[src/rtl/dhcpc_pkg.sv]
package dhcpc_pkg;

    localparam int DhcpcMaxFrameBytes = 2048;

    localparam logic [1:0] MODE_RX    = 2'd0;
    localparam logic [1:0] MODE_TICK  = 2'd1;
    localparam logic [1:0] MODE_START = 2'd2;
    localparam logic [1:0] MODE_STOP  = 2'd3;

    localparam logic [1:0] ST_IDLE     = 2'd0;
    localparam logic [1:0] ST_DISCOVER = 2'd1;
    localparam logic [1:0] ST_REQUEST  = 2'd2;
    localparam logic [1:0] ST_BOUND    = 2'd3;

    localparam logic [1:0] ACT_NONE     = 2'd0;
    localparam logic [1:0] ACT_DISCOVER = 2'd1;
    localparam logic [1:0] ACT_REQUEST  = 2'd2;
    localparam logic [1:0] ACT_ARP      = 2'd3;

    localparam logic [7:0] MSG_OFFER = 8'd2;
    localparam logic [7:0] MSG_ACK   = 8'd5;
    localparam logic [7:0] MSG_NAK   = 8'd6;

    localparam logic [2:0] REG_ENABLE   = 3'd0;
    localparam logic [2:0] REG_XID      = 3'd1;
    localparam logic [2:0] REG_RETX     = 3'd2;
    localparam logic [2:0] REG_MAXTRY   = 3'd3;
    localparam logic [2:0] REG_FALLBACK = 3'd4;

    localparam logic [31:0] DEFAULT_MASK = 32'hFFFF_FF00;

    // Command word handed from the front part to the back part.
    typedef enum logic [1:0] {
        CMD_FRAME = 2'd0,
        CMD_TICK  = 2'd1,
        CMD_START = 2'd2,
        CMD_STOP  = 2'd3
    } t_cmd;

    typedef struct packed {
        t_cmd        cmd;
        logic [31:0] now_ms;
        logic        frame_ok;
        logic [7:0]  msg_type;
        logic [31:0] yiaddr;
        logic [31:0] server;
        logic [31:0] mask;
        logic [31:0] router;
        logic [31:0] dns;
        logic [31:0] lease;
    } t_job;

endpackage

[src/rtl/dhcpc_parser.sv]
module dhcpc_parser
    import dhcpc_pkg::*;
#(
    parameter int MAX_FRAME_BYTES = DhcpcMaxFrameBytes
) (
    input  logic        i_clk,
    input  logic        i_rst_n,
    input  logic        i_valid,
    input  logic [1:0]  i_mode,
    input  logic [7:0]  i_rx_byte,
    input  logic        i_last_byte,
    input  logic [31:0] i_now_ms,
    input  logic [31:0] i_xid,
    output logic        o_job_valid,
    output t_job        o_job
);
    localparam int IW = $clog2(MAX_FRAME_BYTES + 1);
    localparam logic [IW-1:0] MaxIdx = IW'(MAX_FRAME_BYTES);

    localparam logic [1:0] PH_TAG = 2'd0;
    localparam logic [1:0] PH_LEN = 2'd1;
    localparam logic [1:0] PH_VAL = 2'd2;

    logic [IW-1:0] r_idx;
    logic [5:0]    r_hlen;
    logic          r_reject, r_ended;
    logic [1:0]    r_phase;
    logic [7:0]    r_tag, r_rem, r_pos;
    logic [31:0]   r_val;
    logic [7:0]    r_msg;
    logic [31:0]   r_yi, r_srv, r_mask, r_rtr, r_dns, r_lease;

    logic [IW-1:0] n_idx;
    logic [5:0]    n_hlen;
    logic          n_reject, n_ended;
    logic [1:0]    n_phase;
    logic [7:0]    n_tag, n_rem, n_pos;
    logic [31:0]   n_val;
    logic [7:0]    n_msg;
    logic [31:0]   n_yi, n_srv, n_mask, n_rtr, n_dns, n_lease;

    logic [12:0]   doff, idx13, rel;
    logic          take, first;
    logic [IW-1:0] len;
    logic [31:0]   shv;
    logic [7:0]    b, xb;

    always_comb begin
        b = i_rx_byte;
        take  = i_valid && (i_mode == MODE_RX) && (r_idx < MaxIdx);
        first = (r_idx == '0);
        n_idx = r_idx; n_hlen = r_hlen; n_reject = r_reject; n_ended = r_ended;
        n_phase = r_phase; n_tag = r_tag; n_rem = r_rem; n_pos = r_pos; n_val = r_val;
        n_msg = r_msg; n_yi = r_yi; n_srv = r_srv; n_mask = r_mask;
        n_rtr = r_rtr; n_dns = r_dns; n_lease = r_lease;
        if (first) begin
            n_hlen = '0; n_reject = 1'b0; n_ended = 1'b0; n_phase = PH_TAG;
            n_tag = '0; n_rem = '0; n_pos = '0; n_val = '0; n_msg = '0;
            n_yi = '0; n_srv = '0; n_mask = DEFAULT_MASK; n_rtr = '0;
            n_dns = '0; n_lease = '0;
        end
        idx13 = 13'(r_idx);
        doff  = 13'd22 + 13'(n_hlen);
        rel   = idx13 - doff;
        case (rel[1:0])
            2'd0:    xb = i_xid[31:24];
            2'd1:    xb = i_xid[23:16];
            2'd2:    xb = i_xid[15:8];
            default: xb = i_xid[7:0];
        endcase
        shv = {r_val[23:0], b};
        if (take) begin
            if (idx13 == 13'd14) n_hlen = {b[3:0], 2'b00};
            if (idx13 == 13'd23 && b != 8'h11) n_reject = 1'b1;
            if (idx13 >= 13'd16) begin
                if (idx13 == doff - 13'd6 && b != 8'h00) n_reject = 1'b1;
                if (idx13 == doff - 13'd5 && b != 8'd68) n_reject = 1'b1;
                if (idx13 == doff && b != 8'h02) n_reject = 1'b1;
                if (idx13 >= doff + 13'd4 && idx13 <= doff + 13'd7 && b != xb)
                    n_reject = 1'b1;
                if (idx13 >= doff + 13'd16 && idx13 <= doff + 13'd19)
                    n_yi = {n_yi[23:0], b};
                if (idx13 == doff + 13'd236 && b != 8'h63) n_reject = 1'b1;
                if (idx13 == doff + 13'd237 && b != 8'h82) n_reject = 1'b1;
                if (idx13 == doff + 13'd238 && b != 8'h53) n_reject = 1'b1;
                if (idx13 == doff + 13'd239 && b != 8'h63) n_reject = 1'b1;
                if (idx13 >= doff + 13'd240 && !n_ended) begin
                    case (n_phase)
                        PH_TAG: begin
                            if (b == 8'hFF) n_ended = 1'b1;
                            else if (b != 8'h00) begin
                                n_tag = b; n_phase = PH_LEN;
                            end
                        end
                        PH_LEN: begin
                            n_rem = b; n_pos = '0; n_val = '0;
                            n_phase = (b == 8'h00) ? PH_TAG : PH_VAL;
                        end
                        default: begin
                            shv   = {n_val[23:0], b};
                            n_val = shv;
                            n_pos = n_pos + 8'd1;
                            if (n_tag == 8'd53 && n_pos == 8'd1) n_msg = b;
                            if (n_pos == 8'd4) begin
                                case (n_tag)
                                    8'd1:    n_mask  = shv;
                                    8'd3:    n_rtr   = shv;
                                    8'd6:    n_dns   = shv;
                                    8'd51:   n_lease = shv;
                                    8'd54:   n_srv   = shv;
                                    default: ;
                                endcase
                            end
                            n_rem = n_rem - 8'd1;
                            if (n_rem == 8'd0) n_phase = PH_TAG;
                        end
                    endcase
                end
            end
            n_idx = r_idx + IW'(1);
        end
        len = n_idx;
        if (i_valid && i_mode == MODE_RX && i_last_byte) n_idx = '0;
    end

    always_ff @(posedge i_clk) begin
        if (!i_rst_n) begin
            r_idx <= '0; r_hlen <= '0; r_reject <= 1'b0; r_ended <= 1'b0;
            r_phase <= PH_TAG; r_tag <= '0; r_rem <= '0; r_pos <= '0; r_val <= '0;
            r_msg <= '0; r_yi <= '0; r_srv <= '0; r_mask <= DEFAULT_MASK;
            r_rtr <= '0; r_dns <= '0; r_lease <= '0;
            o_job_valid <= 1'b0;
        end else begin
            if (i_valid && i_mode == MODE_RX) begin
                r_idx <= n_idx; r_hlen <= n_hlen; r_reject <= n_reject;
                r_ended <= n_ended; r_phase <= n_phase; r_tag <= n_tag;
                r_rem <= n_rem; r_pos <= n_pos; r_val <= n_val; r_msg <= n_msg;
                r_yi <= n_yi; r_srv <= n_srv; r_mask <= n_mask; r_rtr <= n_rtr;
                r_dns <= n_dns; r_lease <= n_lease;
            end
            o_job_valid <= i_valid;
        end
    end

    // Per-frame captures travel with the job; only the frame end uses them.
    // A mid-frame byte goes out as a frame word that is never acceptable.
    always_ff @(posedge i_clk) begin
        o_job.cmd      <= t_cmd'(i_mode);
        o_job.now_ms   <= i_now_ms;
        o_job.frame_ok <= i_last_byte && !n_reject && (32'(len) >= 32'd300)
                          && (32'(len) >= 32'(doff) + 32'd240);
        o_job.msg_type <= n_msg;
        o_job.yiaddr   <= n_yi;
        o_job.server   <= n_srv;
        o_job.mask     <= n_mask;
        o_job.router   <= n_rtr;
        o_job.dns      <= n_dns;
        o_job.lease    <= n_lease;
    end
endmodule

[src/rtl/dhcpc_fifo.sv]
module dhcpc_fifo
    import dhcpc_pkg::*;
#(
    parameter int W = 8
) (
    input  logic         i_clk,
    input  logic         i_rst_n,
    input  logic         i_push,
    input  logic [W-1:0] i_data,
    output logic         o_full,
    output logic         o_empty,
    input  logic         i_pop,
    output logic [W-1:0] o_data
);
    logic [W-1:0] r_mem [4];
    logic [1:0]   r_wp, r_rp;
    logic [2:0]   r_cnt;
    logic         do_push, do_pop;

    assign o_full  = (r_cnt == 3'd4);
    assign o_empty = (r_cnt == 3'd0);
    assign do_push = i_push && !o_full;
    assign do_pop  = i_pop && !o_empty;
    assign o_data  = r_mem[r_rp];

    always_ff @(posedge i_clk) begin
        if (!i_rst_n) begin
            r_wp <= '0; r_rp <= '0; r_cnt <= '0;
        end else begin
            if (do_push) r_wp <= r_wp + 2'd1;
            if (do_pop)  r_rp <= r_rp + 2'd1;
            r_cnt <= r_cnt + 3'(do_push) - 3'(do_pop);
        end
    end

    always_ff @(posedge i_clk) begin
        if (do_push) r_mem[r_wp] <= i_data;
    end

    assert property (@(posedge i_clk) disable iff (!i_rst_n)
        o_full |=> !(r_cnt == 3'd0)) else $error("queue drained while full");
    assert property (@(posedge i_clk) disable iff (!i_rst_n)
        (do_push && !do_pop) |=> r_cnt == $past(r_cnt) + 3'd1)
        else $error("count lost a push");
    assert property (@(posedge i_clk) disable iff (!i_rst_n)
        r_cnt <= 3'd4) else $error("count overflow");
endmodule

[src/rtl/dhcpc_proto.sv]
module dhcpc_proto
    import dhcpc_pkg::*;
(
    input  logic        i_clk,
    input  logic        i_rst_n,
    input  logic        i_valid,
    input  t_job        i_job,
    input  logic        i_enabled,
    input  logic [15:0] i_retx_ms,
    input  logic [3:0]  i_max_tries,
    input  logic [31:0] i_fallback,
    output logic        o_valid,
    output logic [1:0]  o_action,
    output logic [1:0]  o_state,
    output logic [31:0] o_our, o_mask, o_router, o_dns, o_lease, o_offer, o_server,
    output logic [3:0]  o_tries
);
    logic [1:0]  r_st, n_st, n_act;
    logic [1:0]  r_act;
    logic [3:0]  r_tries, n_tries;
    logic [31:0] r_last, n_last;
    logic [31:0] r_offer, r_srv, r_our, r_mask, r_rtr, r_dns, r_lease;
    logic [31:0] n_offer, n_srv, n_our, n_mask, n_rtr, n_dns, n_lease;
    logic [4:0]  nxt;
    logic        active;

    always_comb begin
        n_st = r_st; n_tries = r_tries; n_last = r_last; n_act = ACT_NONE;
        n_offer = r_offer; n_srv = r_srv; n_our = r_our; n_mask = r_mask;
        n_rtr = r_rtr; n_dns = r_dns; n_lease = r_lease;
        nxt = 5'(r_tries) + 5'd1;
        active = (r_st == ST_DISCOVER) || (r_st == ST_REQUEST);
        case (i_job.cmd)
            CMD_FRAME: begin
                if (active && i_job.frame_ok) begin
                    if (i_job.msg_type == MSG_OFFER && r_st == ST_DISCOVER) begin
                        n_offer = i_job.yiaddr; n_srv = i_job.server;
                        n_st = ST_REQUEST; n_tries = '0; n_last = i_job.now_ms;
                        n_act = ACT_REQUEST;
                    end else if (i_job.msg_type == MSG_ACK && r_st == ST_REQUEST) begin
                        n_our = i_job.yiaddr; n_mask = i_job.mask;
                        n_rtr = i_job.router; n_dns = i_job.dns;
                        n_lease = i_job.lease; n_st = ST_BOUND; n_act = ACT_ARP;
                    end else if (i_job.msg_type == MSG_NAK) begin
                        n_st = ST_DISCOVER; n_tries = '0;
                        n_last = i_job.now_ms - 32'(i_retx_ms);
                    end
                end
            end
            CMD_TICK: begin
                if (active && (i_job.now_ms - r_last) >= 32'(i_retx_ms)) begin
                    n_last  = i_job.now_ms;
                    n_tries = (nxt > 5'd15) ? 4'd15 : nxt[3:0];
                    if (nxt > 5'(i_max_tries)) begin
                        n_our = i_fallback; n_st = ST_BOUND; n_act = ACT_ARP;
                    end else begin
                        n_act = (r_st == ST_DISCOVER) ? ACT_DISCOVER : ACT_REQUEST;
                    end
                end
            end
            CMD_START: begin
                if (i_enabled) begin
                    n_st = ST_DISCOVER; n_tries = 4'd1; n_last = i_job.now_ms;
                    n_act = ACT_DISCOVER;
                end
            end
            CMD_STOP: n_st = ST_IDLE;
            default: ;
        endcase
    end

    always_ff @(posedge i_clk) begin
        if (!i_rst_n) begin
            r_st <= ST_IDLE; r_tries <= '0; r_last <= '0; r_offer <= '0;
            r_srv <= '0; r_our <= '0; r_mask <= DEFAULT_MASK; r_rtr <= '0;
            r_dns <= '0; r_lease <= '0; o_valid <= 1'b0;
        end else begin
            o_valid <= 1'b0;
            if (i_valid) begin
                r_st <= n_st;
                r_tries <= n_tries; r_last <= n_last; r_offer <= n_offer;
                r_srv <= n_srv; r_our <= n_our; r_mask <= n_mask; r_rtr <= n_rtr;
                r_dns <= n_dns; r_lease <= n_lease; o_valid <= 1'b1;
            end
        end
    end

    assign o_action = r_act;
    always_ff @(posedge i_clk) if (i_valid) r_act <= n_act;
    assign o_state = r_st; assign o_tries = r_tries; assign o_our = r_our;
    assign o_mask = r_mask; assign o_router = r_rtr; assign o_dns = r_dns;
    assign o_lease = r_lease; assign o_offer = r_offer; assign o_server = r_srv;
endmodule

[src/rtl/dhcp_client_engine.sv]
// DHCP client engine. Every accepted word yields exactly one result word, in order.
// A word passes the registered frame parser and then the registered protocol stage, then
// enters a four-word result queue whose head drives the result ports. One word per cycle
// is taken back to back while results are popped; full rises once the queued results plus
// the words still in the two stages reach four.
module dhcp_client_engine
    import dhcpc_pkg::*;
#(
    parameter int MAX_FRAME_BYTES = DhcpcMaxFrameBytes
) (
    input  logic        i_clk,
    input  logic        i_rst_n,
    input  logic        push,
    output logic        full,
    input  logic [1:0]  i_mode,
    input  logic [7:0]  i_rx_byte,
    input  logic        i_last_byte,
    input  logic [31:0] i_now_ms,
    output logic        empty,
    input  logic        pop,
    output logic [1:0]  o_action,
    output logic [1:0]  o_client_state,
    output logic [31:0] o_bound_ip,
    output logic [31:0] o_subnet_mask,
    output logic [31:0] o_gateway_ip,
    output logic [31:0] o_dns_ip,
    output logic [31:0] o_lease_seconds,
    output logic [31:0] o_offered_ip,
    output logic [31:0] o_server_ip,
    output logic [3:0]  o_try_count,
    input  logic        i_cfg_we,
    input  logic [2:0]  i_cfg_index,
    input  logic [31:0] i_cfg_data
);
    localparam int RW = 2 + 2 + 32 * 7 + 4;

    logic        r_en;
    logic [31:0] r_xid, r_fb;
    logic [15:0] r_retx;
    logic [3:0]  r_maxt;

    always_ff @(posedge i_clk) begin
        if (!i_rst_n) begin
            r_en <= 1'b0; r_xid <= 32'h5048_4F45; r_retx <= 16'd4000;
            r_maxt <= 4'd5; r_fb <= 32'hC0A8_00C8;
        end else if (i_cfg_we) begin
            case (i_cfg_index)
                REG_ENABLE:   r_en   <= i_cfg_data[0];
                REG_XID:      r_xid  <= i_cfg_data;
                REG_RETX:     r_retx <= i_cfg_data[15:0];
                REG_MAXTRY:   r_maxt <= i_cfg_data[3:0];
                REG_FALLBACK: r_fb   <= i_cfg_data;
                default: ;
            endcase
        end
    end

    // Two words may be in flight ahead of the queue, so leave room for them.
    logic       acc, j_valid, p_valid, q_full, q_empty;
    logic [2:0] r_room;
    t_job       job;
    logic [1:0] p_act, p_st;
    logic [3:0] p_tr;
    logic [31:0] p_our, p_mask, p_rtr, p_dns, p_lease, p_off, p_srv;
    logic [RW-1:0] q_in, q_out;
    logic [2:0] inflight;

    always_ff @(posedge i_clk) begin
        if (!i_rst_n) r_room <= '0;
        else r_room <= 3'(acc) + 3'(j_valid);
    end
    assign inflight = r_room;

    dhcpc_fifo #(.W(RW)) u_q (
        .i_clk, .i_rst_n, .i_push(p_valid), .i_data(q_in), .o_full(q_full),
        .o_empty(q_empty), .i_pop(pop), .o_data(q_out)
    );

    logic [2:0] q_cnt_est;
    logic [2:0] r_qcnt;
    always_ff @(posedge i_clk) begin
        if (!i_rst_n) r_qcnt <= '0;
        else r_qcnt <= r_qcnt + 3'(p_valid) - 3'(pop && !q_empty);
    end
    assign q_cnt_est = r_qcnt + 3'(j_valid) + 3'(p_valid);
    assign full = (q_cnt_est >= 3'd4) || (inflight == 3'd7) || q_full;
    assign acc  = push && !full;

    dhcpc_parser #(.MAX_FRAME_BYTES(MAX_FRAME_BYTES)) u_parse (
        .i_clk, .i_rst_n, .i_valid(acc), .i_mode, .i_rx_byte, .i_last_byte,
        .i_now_ms, .i_xid(r_xid), .o_job_valid(j_valid), .o_job(job)
    );

    dhcpc_proto u_proto (
        .i_clk, .i_rst_n, .i_valid(j_valid), .i_job(job), .i_enabled(r_en),
        .i_retx_ms(r_retx), .i_max_tries(r_maxt), .i_fallback(r_fb),
        .o_valid(p_valid), .o_action(p_act), .o_state(p_st), .o_our(p_our),
        .o_mask(p_mask), .o_router(p_rtr), .o_dns(p_dns), .o_lease(p_lease),
        .o_offer(p_off), .o_server(p_srv), .o_tries(p_tr)
    );

    logic [1:0] p_st_eff;
    assign p_st_eff = p_st;
    assign q_in = {p_act, p_st_eff, p_our, p_mask, p_rtr, p_dns, p_lease, p_off, p_srv, p_tr};

    assign empty = q_empty;
    assign {o_action, o_client_state, o_bound_ip, o_subnet_mask, o_gateway_ip, o_dns_ip,
            o_lease_seconds, o_offered_ip, o_server_ip, o_try_count} = q_out;
endmodule
[config.mk]
export PLATFORM = sky130hd
export DESIGN_NAME = dhcp_client_engine
export DESIGN_NICKNAME = d
export VERILOG_FILES = /design/src/rtl/dhcpc_pkg.sv /design/src/rtl/dhcpc_parser.sv /design/src/rtl/dhcpc_fifo.sv /design/src/rtl/dhcpc_proto.sv /design/src/rtl/dhcp_client_engine.sv
export SDC_FILE = /design/constraint.sdc
export NUM_CORES = 2
export LEC_CHECK = 0
export ABC_AREA = 1
export BUFFER_PORTS_ARGS = -buffer_cell sky130_fd_sc_hd__buf_2
export CAP_MARGIN = 20
export CORE_MARGIN = 2
export CORE_UTILIZATION = 35
export DETAILED_ROUTE_END_ITERATION = 6
export PLACE_DENSITY = 0.51
export SLEW_MARGIN = 20
export SYNTH_ARGS = -nofsm -noshare
export SYNTH_HDL_FRONTEND = slang
export SYNTH_SLANG_ARGS = --single-unit
[constraint.sdc]
create_clock -name i_clk -period 10.7 [get_ports i_clk]
set_input_delay 0.535 -clock i_clk [delete_from_list [all_inputs] [get_ports i_clk]]
set_output_delay 0.535 -clock i_clk [all_outputs]
set_load 0.02 [all_outputs]
== After elaboration in Yosys (flattened, before gate mapping) ==
Memory sizes are Yosys's and may differ from the RTL's. A register that Yosys moved wholly into a read port is not among the register bits.
Cells that the tools add are included.
Word-level totals
  register bits after elaboration: 877
  bits in writable memories: 928
  input bits: 83
  word-level logic and storage cells: 343
  memories: 1
Memory list
  u_q.r_mem: depth 4, width 232, read ports 1, clocked after Yosys merged registers in 1, wr ports 1, line dhcpc_fifo.sv:15  | logic [W-1:0] r_mem [4];
Cells by class
  add/subtract/negate cells: 29
  $lt $le $gt $ge: 13
  eq/ne operators: 51
  multiplexer cells: 142
  bitwise operators: 1
  reduce and logical (&&, ||, !) cells: 57
Operators by type and width (count)
  32-bit 2-to-1 mux: 54
  8-bit 2-to-1 mux: 21
  32-bit case mux with 2 select lines: 2
  32-bit case mux with 3 select lines: 1
  12-bit by 13-bit equality test with 1-bit output: 6
  7-bit by 8-bit adder with 9-bit output (second input constant): 6
  2-bit 2-to-1 mux: 23
  12-bit by 13-bit greater-or-equal comparator with 1-bit output: 3
  8-bit by 3-bit equality test with 1-bit output (second input constant): 4
  12-bit by 32-bit greater-or-equal comparator with 1-bit output: 1
  32-bit by 16-bit greater-or-equal comparator with 1-bit output: 1
  8-bit case mux with 2 select lines: 2
  32-bit by 16-bit subtractor with 32-bit output: 1
  32-bit subtractor: 1
  4-bit 2-to-1 mux: 7
  12-bit by 13-bit less-or-equal comparator with 1-bit output: 2
  1-bit logical AND: 26
  8-bit by 6-bit equality test with 1-bit output (second input constant): 3
  12-bit 2-to-1 mux: 2
  8-bit by 7-bit != test with 1-bit output (second input constant): 3
  8-bit case mux with 3 select lines: 1
  1-bit 2-to-1 mux: 22
  6-bit 2-to-1 mux: 3
  7-bit by 3-bit adder with 8-bit output (second input constant): 2
  other kinds (58): 96

== Longest topological paths before layout ==
  depth after elaboration: 20
  depth in mapped cells: 35
  mapped depth without buffers: 33

== Cells and area by module ==
A second synthesis with hierarchy kept.
Second synthesis, totals
  cell total of the unflattened synthesis: 8473
  area, all modules: 76789.9 µm²
By module, submodules not included
  dhcpc_fifo: times used 1, cells each 2311, area an instance 34682.0 µm²
  dhcpc_parser: times used 1, cells each 3420, area an instance 23834.1 µm²
  dhcpc_proto: times used 1, cells each 2303, area an instance 14904.3 µm²
  dhcp_client_engine: times used 1, cells each 439, area an instance 3369.5 µm²

== Worst setup path before layout ==
OpenSTA, ideal clock, no wires.
  kind: reg-to-reg
  start point: register u_q.r_cnt[1]
  end point: memory u_q.r_mem[0][0] (netlist bit), enable pin
  setup time: 830 ps
  arrival: 10289 ps
  data required time: 9870 ps
  slack: -419 ps
  cell stages (with the launch flop): 5
  path buffers: 0
  clock period less this slack: 11119 ps
  path through: dfxtp_1 > nor2_1 > nand2_1 > nand2_1 > nor2_1
Between the ends
  longest elaborated chain between the ends: 5
RTL lines
  start, declared: line dhcpc_fifo.sv:17  | logic [2:0] r_cnt;
  start signal, assigned: line dhcpc_fifo.sv:32  | r_cnt <= r_cnt + 3'(do_push) - 3'(do_pop);
  3-bit equality test: line dhcpc_fifo.sv:20  | assign o_full = (r_cnt == 3'd4);
  1-bit zero test: line dhcpc_fifo.sv:22  | assign do_push = i_push && !o_full;
  1-bit logical AND: line dhcpc_fifo.sv:22
  1-bit 2-to-1 mux: line dhcpc_fifo.sv:37  | if (do_push) r_mem[r_wp] <= i_data;
  1-bit 2-to-1 mux (implied by the code): line dhcpc_fifo.sv:37
  end, declared: line dhcpc_fifo.sv:15
Every way passes these cells.

== Final worst setup path ==
  start point: register u_parse.r_idx[3]
  end point: register u_parse.r_srv[3]
Between the ends
  longest elaborated chain between the ends: 9
  elaborated cells on any way between the ends: 27
  classes of those cells: 3 x add/sub; 3 x order compare; 3 x eq/ne; 12 x mux; 6 x reduce/logical
RTL lines
  start, declared: line dhcpc_parser.sv:24  | logic [IW-1:0] r_idx;
  start signal, assigned: line dhcpc_parser.sv:135  | r_idx <= n_idx; r_hlen <= n_hlen; r_reject <= n_reject;
  12-bit zero test: line dhcpc_parser.sv:51  | first = (r_idx == '0);
  6-bit 2-to-1 mux or 8-bit 2-to-1 mux (tied branches): line dhcpc_parser.sv:56  | if (first) begin
  5-bit by 6-bit adder with 7-bit output, or another cell as far along: line dhcpc_parser.sv:63  | doff = 13'd22 + 13'(n_hlen);
  7-bit by 8-bit adder with 9-bit output, or another cell as far along: line dhcpc_parser.sv:87  | if (idx13 >= doff + 13'd240 && !n_ended) begin
  12-bit by 13-bit greater-or-equal comparator with 1-bit output or 32-bit 2-to-1 mux (tied branches): line dhcpc_parser.sv:87, dhcpc_parser.sv:104
  1-bit logical AND or 32-bit 2-to-1 mux (tied branches): line dhcpc_parser.sv:87, dhcpc_parser.sv:88
  32-bit 2-to-1 mux: line dhcpc_parser.sv:87
  32-bit 2-to-1 mux: line dhcpc_parser.sv:75  | if (idx13 >= 13'd16) begin
  32-bit 2-to-1 mux (*): line dhcpc_parser.sv:72  | if (take) begin
  end signal, assigned: line dhcpc_parser.sv:138  | r_yi <= n_yi; r_srv <= n_srv; r_mask <= n_mask; r_rtr <= n_rtr;
  end, declared: line dhcpc_parser.sv:31  | logic [31:0] r_yi, r_srv, r_mask, r_rtr, r_dns, r_lease;
Every way passes the cells marked *; elsewhere a longest branch is shown, timed or not.
A chain may end at the register's enable or synchronous reset.

==> metrics <==
I/O Buffers=316; Critical Path Start Type=register; M2 GR Usage=0.3224; Tot Pwr=17.56 mW; die area=0.2204 sq mm; Nets=8,719; GR peak layer=met2; Max-slew headroom=0.2325; min cycle time layout=6.881 ns; Core Region=0.2150 sq mm; Filler cells=21.22k; worst skew pair latency=0.85 ns; final worst-path cycle share=0.6431; # setup viols final=0; Final Core Density=0.4046; synth warn=0; RR Startpoint=u_parse.r_idx[3]$_SDFFE_PN0P_; flops & latches, synth=1,796; synthesized cell area=0.07584 sq mm; Hold Startpoint=i_cfg_data[9]; max-cap violation count=0; Slew Viols, Final=0; CP Capture Type=register; Worst-path clk slew=0.06 ns; final WL=231,500 um; GRT Overall Usage=0.2040; first-pass iteration count of the detailed router=6; H-tree Lvls=4; area added between synthesis and finish=14.73%; vias in the first global route=54.75k; main flop type after synthesis=edfxtp_1; average wire per standard cell=20.13 um; sequential share of the synthesized area=0.5969; Largest regs=u_q.r_mem x928, u_parse.o_job x235; Syn Inst Count=8,300; CTS tree=done; CP Class=reg2reg; Post-synth EDFFs=930; detailed-route vias per instance=5.063; CTS max path bufs=3; Worst Path Max Fanout=60; Layout Skew=0.03862 ns; Leak=36.44 nW; first-pass GRT wire length=346,700 um; CTS resizes=0; die width=469.5 um; clock root cell=clkbuf_16; design area=0.08701 sq mm; Post-CTS Setup Repair Bufs=0; Placed Area=0.07999 sq mm; initial antenna violation count=34; M1 GR Usage=0.2876; Initial DRC Count=4,744; Post-synth ARST share=0; Req. time, crit path=11.43 ns; WP data arrival=7.61 ns; Hold Path End=r_retx[9]$_SDFFE_PN1P_; post-route ant nets=0; drt drc=0; largest net degree at the start of global routing=195; slowest CP cell=dfxtp_1; Yosys cell types=57; Hold Path Stages=3; Starting Density=0.3527; Fmax=145.3 MHz; M3 GR Usage=0.03258; Least-Margin Pin Slew=1.151 ns; most frequent cell on the critical path=nand2_1; Max IR drop VDD=0.1710 mV; GRT overflow=0; CTS sink count=1,796; CTS buffer count=191; share of layout cells above drive strength 1=0.09179; die height=469.5 um; Hold Fails Final Rpt=0; RSZ-0062 raised after global routing=false; hold crit path type=in2reg; Hold-fix buffers, CTS=53; r2r setup slk=3.82 ns; Via Count=58.22k; Final Wtd Congestion=0.9056; Ports=317; run status=finished clean; Cell Pwr Density=201.9 mW/mm^2; Top reg by flops=u_q.r_mem; RR Endpoint=u_parse.r_srv[3]$_SDFFE_PN0P_; Largest register FFs=928; CP max stage delay=0.80 ns; average size of a mapped cell=9.137 sq um; reg2reg path depth=31; Row Count=170; DP Wirelength=149,000 um
-- report_power, final --
group / total (mW) / switching [mW] / internal [mW]
combinational: 3.24 / 2.35 / 0.889
sequential: 7.59 / 0.132 / 7.45
clock: 6.74 / 2.77 / 3.97
-- Yosys cell counts, drive strengths merged (17+ instances only) --
| cell type | number | area share |
|---|---|---|
| o22ai | 252 | 0.021 |
| edfxtp | 930 | 0.37 |
| nand4 | 74 | 0.0063 |
| nand2 | 1427 | 0.071 |
| o21bai | 23 | 0.0023 |
| xor2 | 55 | 0.0064 |
| clkbuf | 382 | 0.019 |
| xnor2 | 18 | 0.0021 |
| nor2 | 1033 | 0.052 |
| mux2 | 32 | 0.0048 |
| nor4 | 17 | 0.0015 |
| buf | 82 | 0.0054 |
| o21ai | 982 | 0.065 |
| a21oi | 516 | 0.034 |
| ha | 148 | 0.024 |
| dfxtp | 866 | 0.23 |
| o21a | 35 | 0.0035 |
| nor3 | 61 | 0.0043 |
| inv | 884 | 0.044 |
| o211ai | 21 | 0.0021 |
| nand3 | 367 | 0.024 |
-- area by class of cell --
type	instances	area, sq um	share of cell area
antenna	12	30.03	0.0003451
clock buffer	287	5644	0.06487
clock inverter	72	802.0	0.009218
inverter	888	3356	0.03857
multi-input combinational	5154	25480	0.2929
sequential	1796	45270	0.5203
tap	2838	3551	0.04081
timing repair buffer	453	2873	0.03302
-- worst max-delay path, delay by kind of cell (launching register included) --
kind	cells	cell delay [ns]
adders and majority gates	3	1.02
AOI/OAI and AO/OA	2	0.25
DFF	1	0.80
buffers and inverters	6	1.21
and+or+nand+nor	20	3.43
-- worst max path at each step --
stage / from / endpoint / slack (ns) / cells past startpoint
floorplan: u_q.r_cnt[1]$_SDFF_PN0_ / u_q.r_mem[0][0]$_DFFE_PP_ / -0.42 / 4
global placement: u_parse.r_idx[3]$_SDFFE_PN0P_ / u_parse.r_dns[16]$_SDFFE_PN0P_ / 4.08 / 26
detailed placement: u_parse.r_idx[3]$_SDFFE_PN0P_ / u_parse.r_srv[5]$_SDFFE_PN0P_ / 3.89 / 30
CTS: u_parse.r_idx[3]$_SDFFE_PN0P_ / u_parse.r_srv[5]$_SDFFE_PN0P_ / 3.85 / 31
global route: u_parse.r_idx[3]$_SDFFE_PN0P_ / u_parse.r_dns[26]$_SDFFE_PN0P_ / 3.04 / 27
finish: u_parse.r_idx[3]$_SDFFE_PN0P_ / u_parse.r_srv[3]$_SDFFE_PN0P_ / 3.82 / 31
-- kinds of logic after synthesis --
family | Yosys count | share of synthesized area
muxes | 34 | 0.005016
buffers and inverters | 1352 | 0.06830
xor gates and xnor gates | 73 | 0.008431
and+or+nand+nor | 2998 | 0.1614
DFF | 1796 | 0.5969
AOI/OAI and AO/OA | 1894 | 0.1345
adders and majority gates | 152 | 0.02547
other | 1 | 0.00004945
-- layout by cell type, fill, tap and decap left out, types with 200 or more instances in the layout --
| cell type | count |
|---|---|
| clkbuf_16 | 200 |
| nand2_1 | 1415 |
| inv_1 | 870 |
| o22ai_1 | 252 |
| dfxtp_1 | 864 |
| buf_2 | 315 |
| edfxtp_1 | 930 |
| a21oi_1 | 516 |
| o21ai_0 | 933 |
| nor2_1 | 1009 |
| nand3_1 | 365 |
-- per-stage QoR --
stage / hold slack, ns / setup TNS, ns / instances / worst slack (ns)
5_1_grt: 0.02040 / 0 / 11492 / 3.041
4_1_cts: 0.0001866 / 0 / 11487 / 3.848
3_5_place_dp: 0.4161 / 0 / 11075 / 3.893
2_1_floorplan: 0.4061 / -388.54 / 8302 / -0.4187
6_report: 0.07710 / 0 / 11500 / 3.819
3_3_place_gp: 0.4130 / 0 / 11075 / 4.078
-- metal layers --
layer,vias to the layer above,part of all wire
met5,-,0.00091
met4,32,0.025
met3,336,0.055
met2,1463,0.45
met1,28044,0.47
li1,28345,-
(Power assumes the default switching activity.)
